### src/rtl/qebd_pkg.sv
// Shared types and constants for the quadrature encoder and button decoder.
`timescale 1ns / 1ps

package qebd_pkg;

	// Command codes carried by each input word
	typedef enum logic [2:0] {
		CMD_UPDATE     = 3'd0,
		CMD_RESYNC     = 3'd1,
		CMD_READ_STEPS = 3'd2,
		CMD_READ_CLICK = 3'd3,
		CMD_READ_HOLD  = 3'd4
	} cmd_t;

	localparam logic [15:0] HOLD_MS_RST   = 16'd500;
	localparam logic [1:0]  PHASE_IDLE    = 2'b11;
	localparam logic signed [15:0] STEP_MAX = 16'sh7FFF;
	localparam logic signed [15:0] STEP_MIN = 16'sh8000;

	// One input word after registering
	typedef struct packed {
		logic [2:0]  cmd;
		logic        phase_a;
		logic        phase_b;
		logic        switch_level;
		logic [31:0] now_ms;
	} item_t;

	// One result word
	typedef struct packed {
		logic signed [15:0] steps;
		logic               click;
		logic               hold;
	} result_t;

endpackage

### src/rtl/qebd_core.sv
// Decoder state and the combinational update applied to each registered input word.
`timescale 1ns / 1ps

module qebd_core (
	input  logic             clk,
	input  logic             arst_n,
	input  logic             fire,
	input  qebd_pkg::item_t  item,
	input  logic [15:0]      hold_ms,
	output qebd_pkg::result_t result
);
	import qebd_pkg::*;

	logic [1:0]         prev_phase_q, prev_phase_d;
	logic               prev_pressed_q, prev_pressed_d;
	logic signed [15:0] step_count_q, step_count_d, step_next;
	logic [31:0]        press_start_q, press_start_d;
	logic               hold_done_q, hold_done_d;
	logic               click_q, click_d, click_next;
	logic               hold_q, hold_d, hold_next;
	logic [1:0]         phase;
	logic               pressed;
	logic               fwd;
	logic [31:0]        elapsed;
	cmd_t               cmd;

	assign phase   = {item.phase_a, item.phase_b};
	assign pressed = ~item.switch_level;
	assign cmd     = cmd_t'(item.cmd);

	// Forward Gray sequence 0 -> 1 -> 3 -> 2 -> 0
	always_comb begin
		case (prev_phase_q)
			2'd0: fwd = (phase == 2'd1);
			2'd1: fwd = (phase == 2'd3);
			2'd3: fwd = (phase == 2'd2);
			default: fwd = (phase == 2'd0);
		endcase
	end

	// Work out state after the command, then the clears done by reads
	always_comb begin
		prev_phase_d   = prev_phase_q;
		prev_pressed_d = prev_pressed_q;
		step_next      = step_count_q;
		press_start_d  = press_start_q;
		hold_done_d    = hold_done_q;
		click_next     = click_q;
		hold_next      = hold_q;
		elapsed        = 32'd0;
		case (cmd)
			CMD_UPDATE: begin
				// count the encoder step, saturating at the 16-bit limits
				if (phase != prev_phase_q) begin
					if (fwd) begin
						if (step_count_q != STEP_MAX) step_next = step_count_q + 16'sd1;
					end else begin
						if (step_count_q != STEP_MIN) step_next = step_count_q - 16'sd1;
					end
					prev_phase_d = phase;
				end
				// stamp a new press
				if (pressed && !prev_pressed_q) begin
					press_start_d = item.now_ms;
					hold_done_d   = 1'b0;
				end
				elapsed = item.now_ms - press_start_d;
				// long hold cancels any pending click
				if (pressed && !hold_done_d && (elapsed >= {16'd0, hold_ms})) begin
					hold_next   = 1'b1;
					hold_done_d = 1'b1;
					click_next  = 1'b0;
				end
				// short release sets the click
				if (!pressed && prev_pressed_q && !hold_done_d) click_next = 1'b1;
				prev_pressed_d = pressed;
			end
			CMD_RESYNC: begin
				prev_phase_d   = phase;
				prev_pressed_d = pressed;
			end
			default: begin
			end
		endcase

		step_count_d = step_next;
		click_d      = click_next;
		hold_d       = hold_next;
		case (cmd)
			CMD_READ_STEPS: step_count_d = 16'sd0;
			CMD_READ_CLICK: click_d      = 1'b0;
			CMD_READ_HOLD:  hold_d       = 1'b0;
			default: begin
			end
		endcase
	end

	assign result.steps = step_next;
	assign result.click = click_next;
	assign result.hold  = hold_next;

	// Hold state; advance only when a word is processed
	always_ff @(posedge clk or negedge arst_n) begin
		if (!arst_n) begin
			prev_phase_q   <= PHASE_IDLE;
			prev_pressed_q <= 1'b0;
			step_count_q   <= 16'sd0;
			press_start_q  <= 32'd0;
			hold_done_q    <= 1'b0;
			click_q        <= 1'b0;
			hold_q         <= 1'b0;
		end else if (fire) begin
			prev_phase_q   <= prev_phase_d;
			prev_pressed_q <= prev_pressed_d;
			step_count_q   <= step_count_d;
			press_start_q  <= press_start_d;
			hold_done_q    <= hold_done_d;
			click_q        <= click_d;
			hold_q         <= hold_d;
		end
	end

endmodule

### src/rtl/quadrature_encoder_button_decoder.sv
// Quadrature encoder and push-button decoder: input register, update core, result register.
`timescale 1ns / 1ps

// Each input word (command, encoder phases, switch level, millisecond time) passes
// through an input register, is applied to the decoder state combinationally, and leaves
// as one result word from the result register. A new word is taken in every cycle in
// which in_stall is low; the input register lets one word wait while a finished result
// is stalled at the output, so throughput is one word per cycle whenever the output is
// not stalled. Results report the step count and click/hold flags after the command acted
// and before the clear done by a read command. hold_ms may only be written while idle.
module quadrature_encoder_button_decoder (
	input  logic               clk,
	input  logic               arst_n,
	input  logic               cfg_we,
	input  logic [15:0]        cfg_wdata,
	input  logic               in_valid,
	output logic               in_stall,
	input  logic [2:0]         cmd,
	input  logic               phase_a,
	input  logic               phase_b,
	input  logic               switch_level,
	input  logic [31:0]        now_ms,
	output logic               out_valid,
	input  logic               out_stall,
	output logic signed [15:0] steps,
	output logic               click,
	output logic               hold
);
	import qebd_pkg::*;

	logic [15:0] hold_ms_q;
	logic        valid_s1;
	item_t       item_s1;
	logic        valid_s2;
	result_t     result_s2;
	result_t     result;
	logic        out_free;
	logic        fire;
	logic        in_take;

	assign out_free = ~valid_s2 | ~out_stall;
	assign fire     = valid_s1 & out_free;
	assign in_stall = valid_s1 & ~out_free;
	assign in_take  = in_valid & ~in_stall;

	// Configuration register
	always_ff @(posedge clk or negedge arst_n) begin
		if (!arst_n) begin
			hold_ms_q <= HOLD_MS_RST;
		end else if (cfg_we) begin
			hold_ms_q <= cfg_wdata;
		end
	end

	// Input register: load when empty or when its word moves on
	always_ff @(posedge clk or negedge arst_n) begin
		if (!arst_n) begin
			valid_s1 <= 1'b0;
		end else if (in_take) begin
			valid_s1 <= 1'b1;
		end else if (fire) begin
			valid_s1 <= 1'b0;
		end
	end

	always_ff @(posedge clk) begin
		if (in_take) begin
			item_s1.cmd          <= cmd;
			item_s1.phase_a      <= phase_a;
			item_s1.phase_b      <= phase_b;
			item_s1.switch_level <= switch_level;
			item_s1.now_ms       <= now_ms;
		end
	end

	qebd_core u_core (
		.clk     (clk),
		.arst_n  (arst_n),
		.fire    (fire),
		.item    (item_s1),
		.hold_ms (hold_ms_q),
		.result  (result)
	);

	// Result register: hold while stalled, drop once taken
	always_ff @(posedge clk or negedge arst_n) begin
		if (!arst_n) begin
			valid_s2 <= 1'b0;
		end else if (out_free) begin
			valid_s2 <= valid_s1;
		end
	end

	always_ff @(posedge clk) begin
		if (fire) begin
			result_s2 <= result;
		end
	end

	assign out_valid = valid_s2;
	assign steps     = result_s2.steps;
	assign click     = result_s2.click;
	assign hold      = result_s2.hold;

endmodule
### config.mk
export PLATFORM = sky130hd
export DESIGN_NAME = quadrature_encoder_button_decoder
export DESIGN_NICKNAME = d
export VERILOG_FILES = /design/src/rtl/qebd_pkg.sv /design/src/rtl/qebd_core.sv /design/src/rtl/quadrature_encoder_button_decoder.sv
export SDC_FILE = /design/constraint.sdc
export NUM_CORES = 1
export LEC_CHECK = 0
export BUFFER_PORTS_ARGS = -buffer_cell sky130_fd_sc_hd__clkbuf_2
export CAP_MARGIN = 10
export CORE_MARGIN = 10
export CORE_UTILIZATION = 40
export DETAILED_ROUTE_END_ITERATION = 16
export PLACE_DENSITY = 0.57
export SLEW_MARGIN = 30
export SYNTH_ARGS = -nofsm -noshare
export SYNTH_HDL_FRONTEND = slang
export SYNTH_SLANG_ARGS = --single-unit
### constraint.sdc
create_clock -name clk -period 5.7 [get_ports clk]
set_clock_uncertainty 0.05 [all_clocks]
set_input_delay 0.855 -clock clk [delete_from_list [all_inputs] [get_ports clk]]
set_output_delay 0.855 -clock clk [all_outputs]
set_load 0.02 [all_outputs]
# --- After elaboration in Yosys (flattened, before gate mapping) ---
# Index checks and enable logic that the tools add are counted.
op_classes:
  n_eq_ne: 13
  order_cmp: 1
  addsub: 3
  shifts: 0
  n_bitwise: 9
  div: 0
  n_mux: 24
  n_mul: 0
  reduce_logical: 17
op_table:
  columns: ["op", "count"]
  rows:
  - ["$mux 16", 6]
  - ["$mux 32", 2]
  - ["$ge 32x16->1", 1]
  - ["$ne 16x16->1 const B", 2]
  - ["$sub 32x32->32", 1]
  - ["$add 16x2->16 const B", 1]
  - ["$sub 16x2->16 const B", 1]
  - ["$mux 1", 13]
  - ["$eq 2x2->1 const B", 3]
  - ["$eq 3x2->1 const B", 2]
  - ["$logic_and 1x1->1", 5]
  - ["$not 1->1", 5]
  - ["$eq 2x1->1 const B", 2]
  - ["$logic_not 2->1", 2]
  - ["$pmux 2 s2", 1]
  - ["$reduce_and 2->1", 2]
  - ["$reduce_bool 2->1", 2]
  - ["$and 1x1->1", 3]
  - ["$eq 3x1->1 const B", 1]
  - ["$eq 3x3->1 const B", 1]
  - ["$logic_not 1->1", 3]
  - ["$logic_not 3->1", 1]
  - ["$pmux 1 s3", 1]
  - ["$reduce_and 3->1", 1]
  - ["other kinds (5)", 5]
totals:
  out_inout_bits: 20
  regBits: 128
  in_bits: 59
  n_memories: 0
  ramBits: 0
  romBits: 0
  latchBits: 0

# --- Logic depth before layout (Yosys ltp) ---
logic_depth:
  depth_word: 14
  ltp_mapped: 26
  depth_no_buf: 24

# --- Modules after synthesis ---
# From an unflattened synthesis, not the netlist that was laid out.
unflattened:
  hier_cells: 889
  hier_area_um2: 8401.8
by_module_without_submodules:
  columns: ["module", "area_per_inst_um2", "cells_per_inst", "seq_area_each_um2", "n_inst"]
  rows:
  - ["qebd_core", 5977.0, 791, 1353.8, 1]
  - ["quadrature_encoder_button_decoder", 2424.8, 98, 2139.6, 1]

# --- Worst setup path before layout ---
# Ideal clock, no wire load.
synth_path:
  path_kind: "register -> register"
  from: "reg item_s1[32] in the netlist's numbering"
  to: "reg result_s2 (netlist bit hold) (data pin)"
  arrival_time_ns: 5.251
  required_ns: 5.397
  synth_period_minus_slack_ns: 5.555
  setup_slack_ns: 0.145
  stages_incl_launch_ff: 23
  path_cell_list: "edfxtp_1 -> nor2_1 -> buf_2 -> buf_2 -> buf_1 -> mux2i_1 -> ha_1 -> buf_4 -> a21o_1 -> a21oi_1 -> o21ai_0 -> xor2_1 -> ha_1 -> a221oi_1 -> o21ai_0 -> a21oi_1 -> o2111ai_1 -> or4_1 -> a2111oi_0 -> nand4_1 -> or4_4 -> nand3_2 -> nand2_1"
synth_lines:
  columns: ["item", "line", "rtl"]
  rows:
  - ["start: declaration", "quadrature_encoder_button_decoder.sv:33", "item_t item_s1;"]
  - ["end signal: assignment", "quadrature_encoder_button_decoder.sv:96", "result_s2 <= result;"]
  - ["end: declaration", "quadrature_encoder_button_decoder.sv:35", "result_t result_s2;"]

==> metrics <==
CTS clk-pin slew, worst paths=approximately 60 ps; post-route ant nets=0; Max Root-Sink Buffers=2; fmax=187 MHz; FFs w/ async S/R, synth=between 50% and 60%; PnR worst setup slack=between 300 and 400 ps; DP Worst Slack=151 ps; Critical Path End Type=register; Max Cap Viol=0; top cells by area, synth=edfxtp_1, dfrtp_1, ha_1; xor-xnor portion of the synthesized cell area=~4.3%; worst reg-to-reg setup slack=about 350 ps; largest net degree at the start of global routing=73; CTS tree=built; initial antenna violation count=0; Tot Pwr=about 4.3 mW; register area share after synthesis=42.7%; syn_area_per_cell=roughly 9.4 um2; Period Utilization, post-route=between 90% and 100%; Primary FF master, synth=dfrtp_1; die height=approximately 160 um; Cell Area, Placed=8820 um2; Rel. slew slack=~48%; min Tclk post-route=between 5000 and 6000 ps; Die ar.=between 20000 and 30000 um2; I/O pins=79; core area=around 20000 um2; cell area power density=between 400 and 500 nW/um2; Synth Area in Simple Gates=about 17%; vias=about 6.6k; largest family of logic cells by synthesized area=compound AO/OA/AOI/OAI gates; Setup Buffers After CTS=0; Post-synth EDFFs=56; CTS Buf Count=17; final setup fails=0; total grt overflow=0; CP Max Fanout=7; Required @ worst endpoint=between 5000 and 6000 ps; design area=around 9400 um2; Least-Margin Pin Slew=slightly below 800 ps; adder-cell share of the synthesized area=6.86%; iteration count of the initial detailed-routing pass=5; Root Driver=clkbuf_16; Initial Util=between 40% and 50%; mux contribution to synthesized area=roughly 4.5%; FF+latch count, synth=around 130; GRT Total Usage=between 15 and 20%; Mapped Area=between 8000 and 9000 um2; cell count after synthesis=around 870; synth warn=0; Worst EP arrival=about 5500 ps; unrepaired setup endpoints after global routing=no; nets@finish=~1.0k; antenna cells=0; Area growth syn-to-layout=14.9%; vias in the first global route=~6.6k; peak supply drop=~210 uV; H-tree levels=4; Clock Latency Late Sink=between 400 and 500 ps; num rows=52; setup_tns=0 ps; PortBufs=78; post-synth net total=967; routability cong.=around 0.88; Fin. Hold Viols=0; outcome=finished clean; final WL=20.3 mm; cell taking the most area after synthesis=edfxtp_1; TritonCTS Sinks=between 100 and 150; post-synthesis compound-gate area fraction=about a fifth; first-pass GRT wire length=between 30 and 40 mm; DP HPWL=around 15 mm; initial DRC count=between 500 and 600; max-slew violations=0; Worst Hold Class=in2async; share of layout cells above drive strength 1=between 15 and 20%; Placed Cells=around 1.2k; startpoint types=register; LEAKAGE=slightly below 4 nW; drt wl/cell=16.6 um; critical path class=reg2reg; drt drc=0; Yosys cell types=86; Horiz. Die Dim=between 150 and 200 um; Hold Buf Count CTS=0; vias per cell=5.43; Synth top area share=about 21%; Non-Filler Instances=between 1k and 1.5k
[metrics by stage]
step / utilization [%] / hold WS, ps
detailed placement: 43.7 / 441
global placement: 43.7 / 426
CTS: 46.6 / 432
finish: 46.7 / 404
global route: 46.7 / 462
floorplan: - / 406
[critical path, cell delays in order (launching register included)]
cell and delay, ps:
dfrtp_1 380, or2_1 270, o21ai_1 180, ha_2 240, inv_1 50, ha_1 180, a21oi_1 220, o21bai_2 190
o2bb2a_4 250, nand2_1 50, inv_1 80, nor2_1 50, a211oi_1 300, ha_1 310, a21o_1 170, a21oi_1 180
o311a_1 180, a211oi_1 50, or4_1 540, a2111oi_1 380, nand4_1 140, or4_4 470, nand3_2 130, nand2_1 60
[logic make-up (layout without fill, tap and decap cells)]
kind of cell / after synthesis / count (layout)
buffers and inverters: 83 / 165
xor gates and xnor gates: 38 / 38
adders and majority gates: 46 / 46
muxes: 35 / 35
AOI/OAI and AO/OA: 255 / 255
DFF: 128 / 128
and+or+nand+nor: 283 / 283
[routing by layer]
layer / wire length (um) / up-vias / track usage, %
li1: - / 3322 / -
met1: 9660 / 3142 / 20.8
met2: 9520 / 142 / 25.2
met3: 942 / 18 / 4.08
met4: 189 / 0 / 4.30
met5: 0 / - / 0
[cell type report]
| type | instances | area, um2 |
|---|---|---|
| Timing Repair Buffer | 87 | 464 |
| Tap cell | 270 | 338 |
| Clock inverter | 15 | 150 |
| Clock buffer | 17 | 425 |
| Sequential cell | 128 | 3490 |
| Inverter | 46 | 173 |
| Multi-Input combinational cell | 657 | 4370 |
| Fill cell | 1934 | 10800 |
[where the power goes]
group	switching [mW]	internal, mW
Clock	0.458	0.613
Combinational	1.12	0.783
Sequential	0.164	1.17
Total	1.74	2.57
[path summary, 6_finish.rpt]
path	startpoint	to	depth (start not counted)
max	u_core.prev_pressed_q	hold	23
min	arst_n	hold_ms_q[13]	1
max reg2reg	u_core.prev_pressed_q	hold	23
min reg2reg	valid_s1	out_valid	1
max in group asynchronous	arst_n	u_core.press_start_q[17]	1
min in group clk	valid_s1	out_valid	1
[cells in the final DEF (no fill, tap or decap), types with 4 or more instances in the layout]
| cell type | n |
|---|---|
| a211oi_1 | 12 |
| a21o_1 | 21 |
| a21oi_1 | 75 |
| a22o_1 | 8 |
| a31oi_1 | 9 |
| and2_1 | 6 |
| and3_1 | 4 |
| buf_4 | 9 |
| clkbuf_16 | 17 |
| clkbuf_2 | 77 |
| dfrtp_1 | 64 |
| dfstp_2 | 8 |
| edfxtp_1 | 56 |
| ha_1 | 39 |
| inv_1 | 45 |
| inv_6 | 6 |
| maj3_1 | 5 |
| mux2_2 | 13 |
| mux2i_1 | 22 |
| nand2_1 | 76 |
| nand2b_1 | 16 |
| nand3_1 | 18 |
| nand4_1 | 21 |
| nor2_1 | 75 |
| nor2b_1 | 13 |
| nor3_1 | 16 |
| nor4_1 | 5 |
| o21ai_0 | 59 |
| o21ai_1 | 5 |
| o21bai_1 | 8 |
| o31ai_1 | 8 |
| or3_1 | 9 |
| xnor2_1 | 19 |
| xor2_1 | 16 |
[synth_stat cells, types with 16 or more instances]
cell type,count
a21o_1,21
a21oi_1,75
clkbuf_1,21
dfrtp_1,64
edfxtp_1,56
ha_1,40
inv_1,45
mux2i_1,22
nand2_1,76
nand2b_1,16
nand3_1,18
nand4_1,21
nor2_1,78
nor3_1,16
o21ai_0,61
xnor2_1,19
xor2_1,16
[repair_timing]
item	4_1_cts	5_1_grt
hold endpoints to repair	0	0
gates resized for setup	0	6
endpoints found under the setup margin	0	5
[registers in the layout, indices dropped and copies added (netlist names)]
signal and flops:
click 1, hold 1, hold_ms_q 16, item_s1 38, out_valid 1, steps 16
u_core.click_q 1, u_core.hold_done_q 1, u_core.hold_q 1, u_core.press_start_q 32, u_core.prev_phase_q 2, u_core.prev_pressed_q 1
u_core.step_count_q 16, valid_s1 1
Power figures use the tool's default switching activity.
